==> src/sv/ppr_pkg.sv <==
// shared types and constants for the page replacement block
`timescale 1ns / 1ps
`default_nettype none

package ppr_pkg;

    localparam int DEF_FRAMES     = 8;
    localparam int DEF_PAGES      = 32;
    localparam int DEF_COUNT_BITS = 16;

    // policy register codes
    localparam logic [1:0] POL_FIFO = 2'd0;
    localparam logic [1:0] POL_LRU  = 2'd1;
    localparam logic [1:0] POL_LFU  = 2'd2;

    // register index decoded from paddr[2]
    localparam logic REG_IDX_POLICY = 1'b0;

    typedef enum logic [2:0] {
        ST_IDLE,
        ST_SEARCH,
        ST_PASS,
        ST_HITUSE,
        ST_LOAD,
        ST_DONE
    } t_state;

    typedef struct packed {
        logic eq;
        logic lt;
        logic gt;
    } t_cmp_res;

endpackage

`default_nettype wire

==> src/sv/ppr_cmp_unit.sv <==
// shared magnitude and equality comparator
`timescale 1ns / 1ps
`default_nettype none

module ppr_cmp_unit
    import ppr_pkg::*;
#(
    parameter int W = DEF_COUNT_BITS
) (
    input  wire logic [W-1:0] i_a,
    input  wire logic [W-1:0] i_b,
    output t_cmp_res          o_res
);

    always_comb begin
        o_res.eq = (i_a == i_b);
        o_res.lt = (i_a < i_b);
        o_res.gt = (i_a > i_b);
    end

endmodule

`default_nettype wire

==> src/sv/ppr_frame_mem.sv <==
// frame store: page, age and use count per frame, with valid bits for reset values
`timescale 1ns / 1ps
`default_nettype none

module ppr_frame_mem
    import ppr_pkg::*;
#(
    parameter int FRAMES     = DEF_FRAMES,
    parameter int PAGES      = DEF_PAGES,
    parameter int COUNT_BITS = DEF_COUNT_BITS,
    localparam int FIDX_W    = $clog2(FRAMES),
    localparam int PAGE_W    = $clog2(PAGES)
) (
    input  wire logic                  i_clk,
    input  wire logic                  i_rst_n,
    input  wire logic [FIDX_W-1:0]     i_rd_addr,
    input  wire logic                  i_wr_en,
    input  wire logic [FIDX_W-1:0]     i_wr_addr,
    input  wire logic [PAGE_W-1:0]     i_wr_page,
    input  wire logic [COUNT_BITS-1:0] i_wr_age,
    input  wire logic [COUNT_BITS-1:0] i_wr_uses,
    output logic      [PAGE_W-1:0]     o_rd_page,
    output logic      [COUNT_BITS-1:0] o_rd_age,
    output logic      [COUNT_BITS-1:0] o_rd_uses
);

    logic [PAGE_W-1:0]     r_mem_page [FRAMES];
    logic [COUNT_BITS-1:0] r_mem_age  [FRAMES];
    logic [COUNT_BITS-1:0] r_mem_uses [FRAMES];
    logic [FRAMES-1:0]     r_valid;

    logic [PAGE_W-1:0]     r_rd_page;
    logic [COUNT_BITS-1:0] r_rd_age;
    logic [COUNT_BITS-1:0] r_rd_uses;
    logic                  r_rd_valid;
    logic [FIDX_W-1:0]     r_rd_idx;

    logic [PAGE_W-1:0]     w_rst_page [FRAMES];

    // page held by each frame after reset
    for (genvar g = 0; g < FRAMES; g++) begin : g_rst_page
        assign w_rst_page[g] = PAGE_W'(g % PAGES);
    end

    always_ff @(posedge i_clk) begin
        if (i_wr_en) begin
            r_mem_page[i_wr_addr] <= i_wr_page;
            r_mem_age[i_wr_addr]  <= i_wr_age;
            r_mem_uses[i_wr_addr] <= i_wr_uses;
        end
    end

    always_ff @(posedge i_clk) begin
        if (!i_rst_n) begin
            r_valid <= '0;
        end else if (i_wr_en) begin
            r_valid[i_wr_addr] <= 1'b1;
        end
    end

    always_ff @(posedge i_clk) begin
        r_rd_page  <= r_mem_page[i_rd_addr];
        r_rd_age   <= r_mem_age[i_rd_addr];
        r_rd_uses  <= r_mem_uses[i_rd_addr];
        r_rd_valid <= r_valid[i_rd_addr];
        r_rd_idx   <= i_rd_addr;
    end

    always_comb begin
        o_rd_page = r_rd_valid ? r_rd_page : w_rst_page[r_rd_idx];
        o_rd_age  = r_rd_valid ? r_rd_age  : '0;
        o_rd_uses = r_rd_valid ? r_rd_uses : '0;
    end

endmodule

`default_nettype wire

==> src/sv/page_replacement_policy.sv <==
// page replacement block top level: sequencer, tallies, config register and result stage
// A reference is taken in the idle state. A pass over the frame store then finds the
// page, one frame per cycle through the registered read port. A second pass picks the
// victim and, under FIFO and LRU, ages the frames. The load state then writes the frame
// and the done state hands the result to the output register. A FIFO or LRU hit skips
// the load; it still ages the frames in the second pass but picks no victim. An LFU
// hit skips the second pass and counts the use in its own state. The frame store has
// one read and one write port, and one shared comparator serves both passes.
// A new reference is taken only once the previous one has reached the output register.
// The result waits there until taken, and a stalled output holds back the next reference.
`timescale 1ns / 1ps
`default_nettype none

module page_replacement_policy
    import ppr_pkg::*;
#(
    parameter int FRAMES     = DEF_FRAMES,
    parameter int PAGES      = DEF_PAGES,
    parameter int COUNT_BITS = DEF_COUNT_BITS,
    localparam int FIDX_W    = $clog2(FRAMES),
    localparam int PAGE_W    = $clog2(PAGES)
) (
    input  wire logic                  i_clk,
    input  wire logic                  i_rst_n,
    input  wire logic                  psel,
    input  wire logic                  penable,
    input  wire logic                  pwrite,
    input  wire logic [2:0]            paddr,
    input  wire logic [31:0]           pwdata,
    output logic      [31:0]           prdata,
    output logic                       pready,
    input  wire logic                  i_in_valid,
    output logic                       o_in_ready,
    input  wire logic [PAGE_W-1:0]     i_page_number,
    output logic                       o_out_valid,
    input  wire logic                  i_out_ready,
    output logic                       o_hit,
    output logic      [FIDX_W-1:0]     o_frame,
    output logic      [PAGE_W-1:0]     o_evicted_page,
    output logic      [COUNT_BITS-1:0] o_hits_total,
    output logic      [COUNT_BITS-1:0] o_misses_total
);

    localparam int CNT_W = $clog2(FRAMES + 1);
    localparam int CMP_W = (PAGE_W > COUNT_BITS) ? PAGE_W : COUNT_BITS;
    localparam logic [COUNT_BITS-1:0] CNT_MAX = '1;

    t_state                r_state, n_state;
    logic [1:0]            r_policy;
    logic [PAGE_W-1:0]     r_page_in, n_page_in;
    logic [CNT_W-1:0]      r_iss, n_iss;
    logic                  r_rd_vld, n_rd_vld;
    logic [FIDX_W-1:0]     r_rd_idx, n_rd_idx;
    logic                  r_found, n_found;
    logic [FIDX_W-1:0]     r_where, n_where;
    logic [COUNT_BITS-1:0] r_best, n_best;
    logic [PAGE_W-1:0]     r_evict, n_evict;
    logic [COUNT_BITS-1:0] r_hit_age, n_hit_age;
    logic [COUNT_BITS-1:0] r_hit_uses, n_hit_uses;
    logic [COUNT_BITS-1:0] r_hit_tally, n_hit_tally;
    logic [COUNT_BITS-1:0] r_miss_tally, n_miss_tally;
    logic                  r_o_valid, n_o_valid;
    logic                  r_o_hit, n_o_hit;
    logic [FIDX_W-1:0]     r_o_frame, n_o_frame;
    logic [PAGE_W-1:0]     r_o_evicted, n_o_evicted;
    logic [COUNT_BITS-1:0] r_o_hits, n_o_hits;
    logic [COUNT_BITS-1:0] r_o_misses, n_o_misses;

    logic [FIDX_W-1:0]     w_rd_addr;
    logic                  w_wr_en;
    logic [FIDX_W-1:0]     w_wr_addr;
    logic [PAGE_W-1:0]     w_wr_page;
    logic [COUNT_BITS-1:0] w_wr_age;
    logic [COUNT_BITS-1:0] w_wr_uses;
    logic [PAGE_W-1:0]     w_rd_page;
    logic [COUNT_BITS-1:0] w_rd_age;
    logic [COUNT_BITS-1:0] w_rd_uses;
    logic [CMP_W-1:0]      w_cmp_a;
    logic [CMP_W-1:0]      w_cmp_b;
    t_cmp_res              w_cmp;
    logic                  w_lfu;
    logic                  w_lru;
    logic                  w_last;
    logic                  w_out_free;
    logic                  w_cfg_wr;
    logic [COUNT_BITS-1:0] w_age_base;
    logic [COUNT_BITS-1:0] w_age_new;

    function automatic logic [COUNT_BITS-1:0] f_sat_inc(input logic [COUNT_BITS-1:0] v);
        f_sat_inc = (v == CNT_MAX) ? v : v + 1'b1;
    endfunction

    ppr_frame_mem #(
        .FRAMES     (FRAMES),
        .PAGES      (PAGES),
        .COUNT_BITS (COUNT_BITS)
    ) u_mem (
        .i_clk     (i_clk),
        .i_rst_n   (i_rst_n),
        .i_rd_addr (w_rd_addr),
        .i_wr_en   (w_wr_en),
        .i_wr_addr (w_wr_addr),
        .i_wr_page (w_wr_page),
        .i_wr_age  (w_wr_age),
        .i_wr_uses (w_wr_uses),
        .o_rd_page (w_rd_page),
        .o_rd_age  (w_rd_age),
        .o_rd_uses (w_rd_uses)
    );

    ppr_cmp_unit #(
        .W (CMP_W)
    ) u_cmp (
        .i_a   (w_cmp_a),
        .i_b   (w_cmp_b),
        .o_res (w_cmp)
    );

    // configuration port
    assign pready   = 1'b1;
    assign w_cfg_wr = psel && penable && pwrite && pready;
    assign prdata   = (paddr[2] == REG_IDX_POLICY) ? 32'(r_policy) : '0;

    always_ff @(posedge i_clk) begin
        if (!i_rst_n) begin
            r_policy <= POL_FIFO;
        end else if (w_cfg_wr && (paddr[2] == REG_IDX_POLICY)) begin
            r_policy <= pwdata[1:0];
        end
    end

    assign w_lfu      = r_policy[1];
    assign w_lru      = (r_policy == POL_LRU);
    assign w_last     = r_rd_vld && (r_rd_idx == FIDX_W'(FRAMES - 1));
    assign w_out_free = !r_o_valid || i_out_ready;

    assign w_age_base = (w_lru && r_found && (r_rd_idx == r_where)) ? '0 : w_rd_age;
    assign w_age_new  = f_sat_inc(w_age_base);

    // shared comparator operands
    always_comb begin
        if (r_state == ST_SEARCH) begin
            w_cmp_a = CMP_W'(r_page_in);
            w_cmp_b = CMP_W'(w_rd_page);
        end else if (w_lfu) begin
            w_cmp_a = CMP_W'(w_rd_uses);
            w_cmp_b = CMP_W'(r_best);
        end else begin
            w_cmp_a = CMP_W'(w_age_new);
            w_cmp_b = CMP_W'(r_best);
        end
    end

    // next state
    always_comb begin
        n_state = r_state;
        unique case (r_state)
            ST_IDLE: begin
                if (i_in_valid) begin
                    n_state = ST_SEARCH;
                end
            end
            ST_SEARCH: begin
                if (w_last) begin
                    n_state = (w_lfu && n_found) ? ST_HITUSE : ST_PASS;
                end
            end
            ST_PASS: begin
                if (w_last) begin
                    n_state = r_found ? ST_DONE : ST_LOAD;
                end
            end
            ST_HITUSE: begin
                n_state = ST_DONE;
            end
            ST_LOAD: begin
                n_state = ST_DONE;
            end
            ST_DONE: begin
                if (w_out_free) begin
                    n_state = ST_IDLE;
                end
            end
            default: begin
                n_state = ST_IDLE;
            end
        endcase
    end

    // datapath and frame store control
    always_comb begin
        n_page_in    = r_page_in;
        n_iss        = r_iss;
        n_rd_vld     = r_rd_vld;
        n_rd_idx     = r_rd_idx;
        n_found      = r_found;
        n_where      = r_where;
        n_best       = r_best;
        n_evict      = r_evict;
        n_hit_age    = r_hit_age;
        n_hit_uses   = r_hit_uses;
        n_hit_tally  = r_hit_tally;
        n_miss_tally = r_miss_tally;
        n_o_valid    = r_o_valid && !i_out_ready;
        n_o_hit      = r_o_hit;
        n_o_frame    = r_o_frame;
        n_o_evicted  = r_o_evicted;
        n_o_hits     = r_o_hits;
        n_o_misses   = r_o_misses;
        o_in_ready   = 1'b0;
        w_rd_addr    = r_iss[FIDX_W-1:0];
        w_wr_en      = 1'b0;
        w_wr_addr    = r_rd_idx;
        w_wr_page    = w_rd_page;
        w_wr_age     = w_age_new;
        w_wr_uses    = w_rd_uses;

        unique case (r_state)
            ST_IDLE: begin
                o_in_ready = 1'b1;
                if (i_in_valid) begin
                    n_page_in = i_page_number;
                    n_found   = 1'b0;
                    n_iss     = '0;
                    n_rd_vld  = 1'b0;
                end
            end
            ST_SEARCH, ST_PASS: begin
                if (r_iss < CNT_W'(FRAMES)) begin
                    n_iss    = r_iss + 1'b1;
                    n_rd_vld = 1'b1;
                    n_rd_idx = r_iss[FIDX_W-1:0];
                end else begin
                    n_rd_vld = 1'b0;
                end
                if (r_state == ST_SEARCH) begin
                    if (r_rd_vld && w_cmp.eq && !r_found) begin
                        n_found    = 1'b1;
                        n_where    = r_rd_idx;
                        n_hit_age  = w_rd_age;
                        n_hit_uses = w_rd_uses;
                    end
                    if (w_last) begin
                        n_iss    = '0;
                        n_rd_vld = 1'b0;
                        n_best   = w_lfu ? CNT_MAX : '0;
                    end
                end else if (r_rd_vld) begin
                    if (w_lfu) begin
                        // least used, highest index on ties
                        if (!w_cmp.gt) begin
                            n_best  = w_rd_uses;
                            n_where = r_rd_idx;
                            n_evict = w_rd_page;
                        end
                    end else begin
                        w_wr_en = 1'b1;
                        // oldest, highest index on ties
                        if (!r_found && !w_cmp.lt) begin
                            n_best  = w_age_new;
                            n_where = r_rd_idx;
                            n_evict = w_rd_page;
                        end
                    end
                end
            end
            ST_HITUSE: begin
                w_wr_en   = 1'b1;
                w_wr_addr = r_where;
                w_wr_page = r_page_in;
                w_wr_age  = r_hit_age;
                w_wr_uses = f_sat_inc(r_hit_uses);
            end
            ST_LOAD: begin
                w_wr_en   = 1'b1;
                w_wr_addr = r_where;
                w_wr_page = r_page_in;
                w_wr_age  = '0;
                w_wr_uses = '0;
            end
            ST_DONE: begin
                if (w_out_free) begin
                    if (r_found) begin
                        n_hit_tally = f_sat_inc(r_hit_tally);
                    end else begin
                        n_miss_tally = f_sat_inc(r_miss_tally);
                    end
                    n_o_valid   = 1'b1;
                    n_o_hit     = r_found;
                    n_o_frame   = r_where;
                    n_o_evicted = r_found ? '0 : r_evict;
                    n_o_hits    = n_hit_tally;
                    n_o_misses  = n_miss_tally;
                end
            end
            default: begin
            end
        endcase
    end

    always_ff @(posedge i_clk) begin
        if (!i_rst_n) begin
            r_state      <= ST_IDLE;
            r_iss        <= '0;
            r_rd_vld     <= 1'b0;
            r_found      <= 1'b0;
            r_hit_tally  <= '0;
            r_miss_tally <= '0;
            r_o_valid    <= 1'b0;
        end else begin
            r_state      <= n_state;
            r_iss        <= n_iss;
            r_rd_vld     <= n_rd_vld;
            r_found      <= n_found;
            r_hit_tally  <= n_hit_tally;
            r_miss_tally <= n_miss_tally;
            r_o_valid    <= n_o_valid;
        end
    end

    always_ff @(posedge i_clk) begin
        r_page_in   <= n_page_in;
        r_rd_idx    <= n_rd_idx;
        r_where     <= n_where;
        r_best      <= n_best;
        r_evict     <= n_evict;
        r_hit_age   <= n_hit_age;
        r_hit_uses  <= n_hit_uses;
        r_o_hit     <= n_o_hit;
        r_o_frame   <= n_o_frame;
        r_o_evicted <= n_o_evicted;
        r_o_hits    <= n_o_hits;
        r_o_misses  <= n_o_misses;
    end

    assign o_out_valid    = r_o_valid;
    assign o_hit          = r_o_hit;
    assign o_frame        = r_o_frame;
    assign o_evicted_page = r_o_evicted;
    assign o_hits_total   = r_o_hits;
    assign o_misses_total = r_o_misses;

`ifndef SYNTHESIS
    a_lfu_hit_skips_pass: assert property (@(posedge i_clk) disable iff (!i_rst_n)
        (r_state == ST_PASS) && w_lfu |-> !r_found)
        else $error("lfu hit entered the victim pass");

    a_hit_no_evict: assert property (@(posedge i_clk) disable iff (!i_rst_n)
        o_out_valid && o_hit |-> (o_evicted_page == '0))
        else $error("hit reported an evicted page");

    a_accept_starts_search: assert property (@(posedge i_clk) disable iff (!i_rst_n)
        i_in_valid && o_in_ready |=> (r_state == ST_SEARCH) && (r_iss == '0))
        else $error("transfer did not start the search pass");

    a_write_only_when_updating: assert property (@(posedge i_clk) disable iff (!i_rst_n)
        w_wr_en |-> (r_state == ST_PASS) || (r_state == ST_HITUSE) || (r_state == ST_LOAD))
        else $error("frame store written outside an update step");
`endif

endmodule

`default_nettype wire

==> config.mk <==
export PLATFORM = sky130hd
export DESIGN_NAME = page_replacement_policy
export DESIGN_NICKNAME = d
export VERILOG_FILES = /design/src/sv/ppr_pkg.sv /design/src/sv/ppr_cmp_unit.sv /design/src/sv/ppr_frame_mem.sv /design/src/sv/page_replacement_policy.sv
export SDC_FILE = /design/constraint.sdc
export NUM_CORES = 1
export LEC_CHECK = 0
export BUFFER_PORTS_ARGS = -buffer_cell sky130_fd_sc_hd__buf_2
export CAP_MARGIN = 10
export CORE_MARGIN = 3
export CORE_UTILIZATION = 60
export DETAILED_ROUTE_END_ITERATION = 10
export MAX_ROUTING_LAYER = met4
export PLACE_DENSITY = 0.79
export SLEW_MARGIN = 30
export SYNTH_ARGS = -nofsm -noshare
export SYNTH_HDL_FRONTEND = slang
export SYNTH_SLANG_ARGS = --single-unit
export TNS_END_PERCENT = 30
==> constraint.sdc <==
create_clock -name i_clk -period 5.9 [get_ports i_clk]
set_input_delay 0.59 -clock i_clk [delete_from_list [all_inputs] [get_ports i_clk]]
set_output_delay 0.59 -clock i_clk [all_outputs]
set_load 0.01 [all_outputs]
; Word-level counts from Yosys, hierarchy flattened
; Memories as Yosys holds them, arrays and structs flattened. A register that Yosys moved wholly into a read port is not among the register bits.
; Index checks and enable logic that the tools add are counted.
[classes]
bitwise = 4
magnitude_cmp = 7
n_reduce_logical = 33
eq_ne = 20
n_mux = 70
add_sub_neg = 5
[op_table]
columns = op, n
row1 = 16-bit two-way mux, 19
row2 = 16-bit by 1-bit adder with 16-bit output (second input constant), 4
row3 = 16-bit == test (second input constant), 4
row4 = 16-bit one-hot mux with 2 select lines, 2
row5 = 5-bit two-way mux, 7
row6 = 3-bit two-way mux, 11
row7 = 1-bit two-way mux, 19
row8 = 16-bit == test, 1
row9 = 16-bit greater-than comparator, 1
row10 = 16-bit less-than comparator, 1
row11 = 4-bit two-way mux, 4
row12 = 3-bit one-hot mux with 5 select lines, 1
row13 = 5-bit AND reduction, 3
row14 = 1-bit logical AND, 12
row15 = 2-bit inequality test (second input constant), 5
row16 = 3-bit == test (second input constant), 3
row17 = 3-bit by 4-bit less-than comparator with 1-bit output (second input constant), 2
row18 = 8-bit bitwise OR, 1
row19 = 4-bit one-hot mux with 2 select lines, 1
row20 = 2-bit AND reduction, 4
row21 = 3-bit by 2-bit == test with 1-bit output (second input constant), 2
row22 = 1-bit one-hot mux with 2 select lines, 3
row23 = 2-bit nonzero test, 3
row24 = 4-bit by 1-bit adder with 4-bit output (second input constant), 1
row25 = other kinds (20), 25
[word_totals]
in_bits = 47
register_bits = 161
romBits = 40
mem_bits_rw = 296
word_cells = 166
n_memories = 4
out_inout_bits = 76
[memory_table]
columns = memory, words, word_bits, rd, rd_clocked_by_memory_dff, wr, line_no
row1 = u_mem.r_mem_age, 8, 16, 1, 1, 1, ppr_frame_mem.sv:28  ; logic [COUNT_BITS-1:0] r_mem_age [FRAMES];
row2 = u_mem.r_mem_uses, 8, 16, 1, 1, 1, ppr_frame_mem.sv:29  ; logic [COUNT_BITS-1:0] r_mem_uses [FRAMES];
row3 = (name not given), 8, 5, 1, 0, 0, ppr_frame_mem.sv:70  ; o_rd_page = r_rd_valid ? r_rd_page : w_rst_page[r_rd_idx];
row4 = u_mem.r_mem_page, 8, 5, 1, 1, 1, ppr_frame_mem.sv:27  ; logic [PAGE_W-1:0] r_mem_page [FRAMES];

; Depth between registers and ports, before layout
[depth]
depth_word = 18
ltp_mapped = 19
depth_no_buf = 17

; Modules after synthesis
; A second synthesis with hierarchy kept.
[hier_totals]
hier_cells = 1460
hier_area_um2 = 21167.8
[modules_own_cells]
columns = mod, instances, seq_area_each_um2, area_per_inst_um2, cells_per_inst
row1 = ppr_frame_mem, 1, 9869.5, 12537.0, 538
row2 = page_replacement_policy, 1, 4033.9, 8217.9, 864
row3 = ppr_cmp_unit, 1, 0.0, 412.9, 58

; Worst setup path before layout
; Ideal clock, no wire load.
[synth_path]
kind = reg-to-reg
start = register r_rd_idx[2]
end = register r_where[0] (enable)
arrival_time_ns = 5.132
t_required_ns = 5.600
setup_time_ns = 0.300
path_stages_with_launch = 19
setup_slack_ns = 0.468
cell_sequence = edfxtp_1 xnor2_1 nand4_1 buf_2 buf_2 and2_1 ha_1 and4_1 nand2_1 nor3_2 nor3_1 xor2_1 a21oi_1 ha_1 nand4_1 nor4_1 nand3_1 nor2_1 or2_2
[synth_via]
elab_chain_len = 12
word_cells_on_any_way = 19
[synth_lines]
columns = element, line_no
row1 = "start, declared", page_replacement_policy.sv:53  ; logic [FIDX_W-1:0] r_rd_idx, n_rd_idx;
row2 = "start signal, assigned", page_replacement_policy.sv:323  ; r_rd_idx <= n_rd_idx;
row3 = 3-bit == test *, page_replacement_policy.sv:137  ; assign w_age_base = (w_lru && r_found && (r_rd_idx == r_where)) ? '0 : w_rd_age;
row4 = 1-bit logical AND *, page_replacement_policy.sv:137
row5 = 16-bit two-way mux *, page_replacement_policy.sv:137
row6 = 16-bit by 1-bit adder with 16-bit output or 16-bit == test (tied branches), page_replacement_policy.sv:90  ; f_sat_inc = (v == CNT_MAX) ? v : v + 1'b1;
row7 = 16-bit two-way mux *, page_replacement_policy.sv:90
row8 = 16-bit two-way mux *, page_replacement_policy.sv:145  ; end else if (w_lfu) begin
row9 = 16-bit two-way mux *, page_replacement_policy.sv:142  ; if (r_state == ST_SEARCH) begin
row10 = 16-bit less-than comparator or 16-bit == test (tied branches), "ppr_cmp_unit.sv:17, ppr_cmp_unit.sv:16"
row11 = 1-bit zero test or 1-bit logical AND (tied branches), "page_replacement_policy.sv:259, page_replacement_policy.sv:237"
row12 = 1-bit logical AND (on tied branches), "page_replacement_policy.sv:259, page_replacement_policy.sv:237"
row13 = 3-bit nonzero test (no source line) or 2-bit by 1-bit inequality test with 1-bit output (tied branches), -
row14 = 5-bit AND reduction (no source line) *, -
row15 = "end signal, assigned", page_replacement_policy.sv:324  ; r_where <= n_where;
row16 = "end, declared", page_replacement_policy.sv:55  ; logic [FIDX_W-1:0] r_where, n_where;
; Mark *: on every way between the ends. The rest lies on a longest branch, timed or not.
; A chain may end at the register's enable or synchronous reset.

; Worst setup path in the final report
[layout_path]
start = register r_rd_idx[1]
end = register r_best[10] (enable)
[layout_via]
elab_chain_len = 12
word_cells_on_any_way = 18
[layout_lines]
columns = element, line_no
row1 = 3-bit == test, page_replacement_policy.sv:137
row2 = 1-bit logical AND, page_replacement_policy.sv:137
row3 = 16-bit two-way mux, page_replacement_policy.sv:137
row4 = 16-bit by 1-bit adder with 16-bit output or 16-bit == test (tied branches), page_replacement_policy.sv:90
row5 = 16-bit two-way mux, page_replacement_policy.sv:90
row6 = 16-bit two-way mux, page_replacement_policy.sv:145
row7 = 16-bit two-way mux, page_replacement_policy.sv:142
row8 = 16-bit less-than comparator, ppr_cmp_unit.sv:17  ; o_res.lt = (i_a < i_b);
row9 = 1-bit zero test, page_replacement_policy.sv:259  ; if (!r_found && !w_cmp.lt) begin
row10 = 1-bit logical AND, page_replacement_policy.sv:259
row11 = 3-bit nonzero test (no source line), -
row12 = 5-bit AND reduction (no source line) *, -
row13 = "end signal, assigned", page_replacement_policy.sv:325  ; r_best <= n_best;
row14 = "end, declared", page_replacement_policy.sv:56  ; logic [COUNT_BITS-1:0] r_best, n_best;
; Marked as above.

==> run_results.csv <==
group,metric,value,unit
run_status,outcome,"complete, no violations",
final_layout,final_common_cell,"edfxtp_1",
setup_path,worst_path_largest_cell_delay,630,ps
final_layout,layout_common_cells,"edfxtp_1 (401), nand2_1 (107), dfxtp_1 (90), mux4_2 (76), nor2_1 (68)",
yosys,yosysUniqueCellTypes,69,
clocking,htreeDepth,2,
timing,fin_crit_sh,92.77,%
die,num_rows,67,
global_routing,antenna_found_initial,0,
global_routing,grt_pass1_wl,66820,um
yosys,synth_area_leaders,"edfxtp_1 (58%), dfxtp_1 (9.0%), mux4_2 (8.3%)",
placed_design,dp.cells,1856,
setup_path,critPathBufInv,0,
yosys,synth_area,0.02071,mm^2
timing,max_freq,0.1827,GHz
timing,max_slew.worst_pin.slew,970.8,ps
setup_path,crit_slowest_cell,"o21bai_1",
setup_path,crit_chain,"xnor2_1 -> nand4_1 -> and2_1 -> ha_1 -> and4_1 -> nand2_1 -> nor3_2 -> nor3_1 -> xor2_1 -> a21oi_1 -> ha_1 -> nand4_1 -> nor2_1 -> a221oi_1 -> a31oi_1 -> o21bai_1 -> a21o_1",
die,pin_count,123,
setup_path,cp_top_family,"compound AO/OA/AOI/OAI gates",
timing,slew_violations,0,
setup_path,worstPathMaxFanout,16,
die,core-area,0.03378,mm^2
die,die_h,191.8,um
global_routing,grt_start_max_net_pins,46,
setup_path,crit_arrival,5660,ps
yosys,synth-seq-area-share,67.12,%
die,dieArea,0.03679,mm^2
setup_path,required,6090,ps
flow_run,maxCapViolCount,0,
power,total_power,0.007299,W
yosys,synth_top_family_by_area,"multiplexers",
timing,min_period,5473,ps
die,die_x,191.8,um
timing,finalSetupViolCount,0,
final_layout,drive_gt1_share,20.95,%
die,initial_core_util,61.31,%
timing,tns,0,ps
route,drcViolationCount,0,
yosys,synth_seq_cells,494,
route,via_count,12110,
clocking,cts_buffers,48,
clocking,cts_tree,"done",
clocking,clockBufferDepth,3,
clocking,post-cts-setup-buffers,0,
final_layout,diodes,0,
yosys,synth-adder-area-share,1.268,%
placed_design,gp_congestion,0.9022,
power,peakVddDrop,0.2821,mV
final_layout,final-instance-count-excl-fill,1947,
yosys,synth-simple-area-share,8.753,%
route,routedWlPerCell,22.07,um
global_routing,gr-usage-all-layers,24.46,%
clocking,clkTransAtPathRegs,70,ps
hold_path,hp-class,"in2reg",
final_layout,syn2layout_area_growth,11.78,%
clocking,clk_latency,570,ps
route,vias_per_cell,6.219,
clocking,cts_root_buffer,"clkbuf_16",
timing,fin_skew,21.45,ps
yosys,postSynthAreaPerCell,14.91,um^2
timing,slew_headroom,34.59,%
yosys,synth_top_area_cell,"edfxtp_1",
route,drt-pass1-iter-count,8,
yosys,synth_ff_type,"edfxtp_1",
placed_design,place_hpwl,26800,um
route,antenna_left,0,
setup_path,startpoint_type,"register",
timing,rsz0062_at_grt,"no",
yosys,ys_async_sr_fraction,0,%
yosys,synth.area.mux_share,11.22,%
final_layout,nets,1527,
route,totalWireLength,42980,um
power,power_density,315.2,mW/mm^2
yosys,synth_compound_area_share,5.708,%
timing,hold_ws,226.5,ps
power,leakagePower,7.906,nW
timing,hold_viol_final,0,
final_layout,final_util,68.54,%
yosys,synth_edf_count,401,
clocking,cts_num_sinks,494,
yosys,synthXorXnorAreaFrac,2.905,%
route,drt_iter0_markers,1137,
yosys,synth_top_area_share,58.13,%
yosys,netlist_instances,1389,
yosys,yosys_warnings,0,
placed_design,io_buffers,59,
setup_path,worstSetupEndpointType,"register",
global_routing,grt_pass1_vias,11880,
clocking,cts_resized,0,
setup_path,crit_type,"reg2reg",
clocking,hold_buffers,0,
global_routing,grt-ovfl-total,0,
## routing by layer
metal | routed length (um) | GRT usage (%) | part of all wire, % | vias up
met3 | 3310 | 4.107 | 7.7 | 75
met4 | 1008 | 7.141 | 2.3 | 0
met2 | 21080 | 38.91 | 49 | 562
met1 | 17580 | 33.11 | 41 | 6079
met5 | 0 | - | 0 | -
li1 | - | - | - | 5392
## report_power, final
group / internal [W] / total (W) / switching, W
logic: 0.000172 / 0.000385 / 0.000212
registers: 0.00377 / 0.00381 / 0.0000445
clock network: 0.00186 / 0.00310 / 0.00124
total: 0.00580 / 0.00730 / 0.00150
## cell families after synthesis
kind of cell	Yosys count
buffers and inverters	128
adder cells (fa/ha/maj)	21
multiplexers	132
other	2
flip-flops	494
XOR/XNOR	67
AO/OA/AOI/OAI	188
AND/OR/NAND/NOR	357
## synth_stat cells (14+ instances only)
master and count:
mux2_2 42, buf_4 31, dfxtp_1 93, nand4_1 30
mux4_2 76, nor3_1 17, inv_1 29, a21oi_1 41
edfxtp_1 401, mux2i_1 14, xor2_1 36, nand3_1 40
buf_2 17, nand2_1 107, and2_1 27, nor2_1 75
ha_1 21, xnor2_1 29, clkbuf_1 48, o21ai_0 61
## stage by stage
step | area, um^2 | setup slack, ps
CTS | 23120 | 526.7
finish | 23150 | 426.5
global placement | 21480 | 639.0
floorplan | 20820 | 467.9
global route | 23150 | 55.13
detailed placement | 21480 | 546.6
## worst paths after layout
check / slack (ps) / cells after the start / start / to
setup / recovery: 430 / 17 / r_rd_idx[1] / r_best[10]
hold / removal: 230 / 1 / i_page_number[4] / r_page_in[4]
setup reg to reg: 430 / 17 / r_rd_idx[1] / r_best[10]
hold reg to reg: 460 / 1 / u_mem.r_valid[6] / u_mem.r_valid[6]
## cell type report
type | count | area, um^2
multi-input combinational | 796 | 6366
sequential | 494 | 13910
fill | 2172 | 10630
clock buffer | 66 | 1381
tap | 448 | 560.5
timing repair buffer | 88 | 558.0
inverter | 31 | 117.6
clock inverter | 24 | 259.0
## sequential cells by signal, indices dropped and copies added, names as in the netlist, 4 cells and up
| register | cells |
|---|---|
| u_mem.r_rd_page | 5 |
| o_hits_total | 16 |
| r_best | 16 |
| u_mem.r_mem_page | 40 |
| r_hit_uses | 16 |
| u_mem.r_rd_age | 16 |
| o_misses_total | 16 |
| r_hit_tally | 16 |
| u_mem.r_mem_age | 128 |
| u_mem.r_valid | 8 |
| r_miss_tally | 16 |
| r_iss | 4 |
| r_hit_age | 16 |
| u_mem.r_mem_uses | 128 |
| o_evicted_page | 5 |
| u_mem.r_rd_uses | 16 |
| r_evict | 5 |
| r_page_in | 5 |
(Power assumes the default switching activity.)
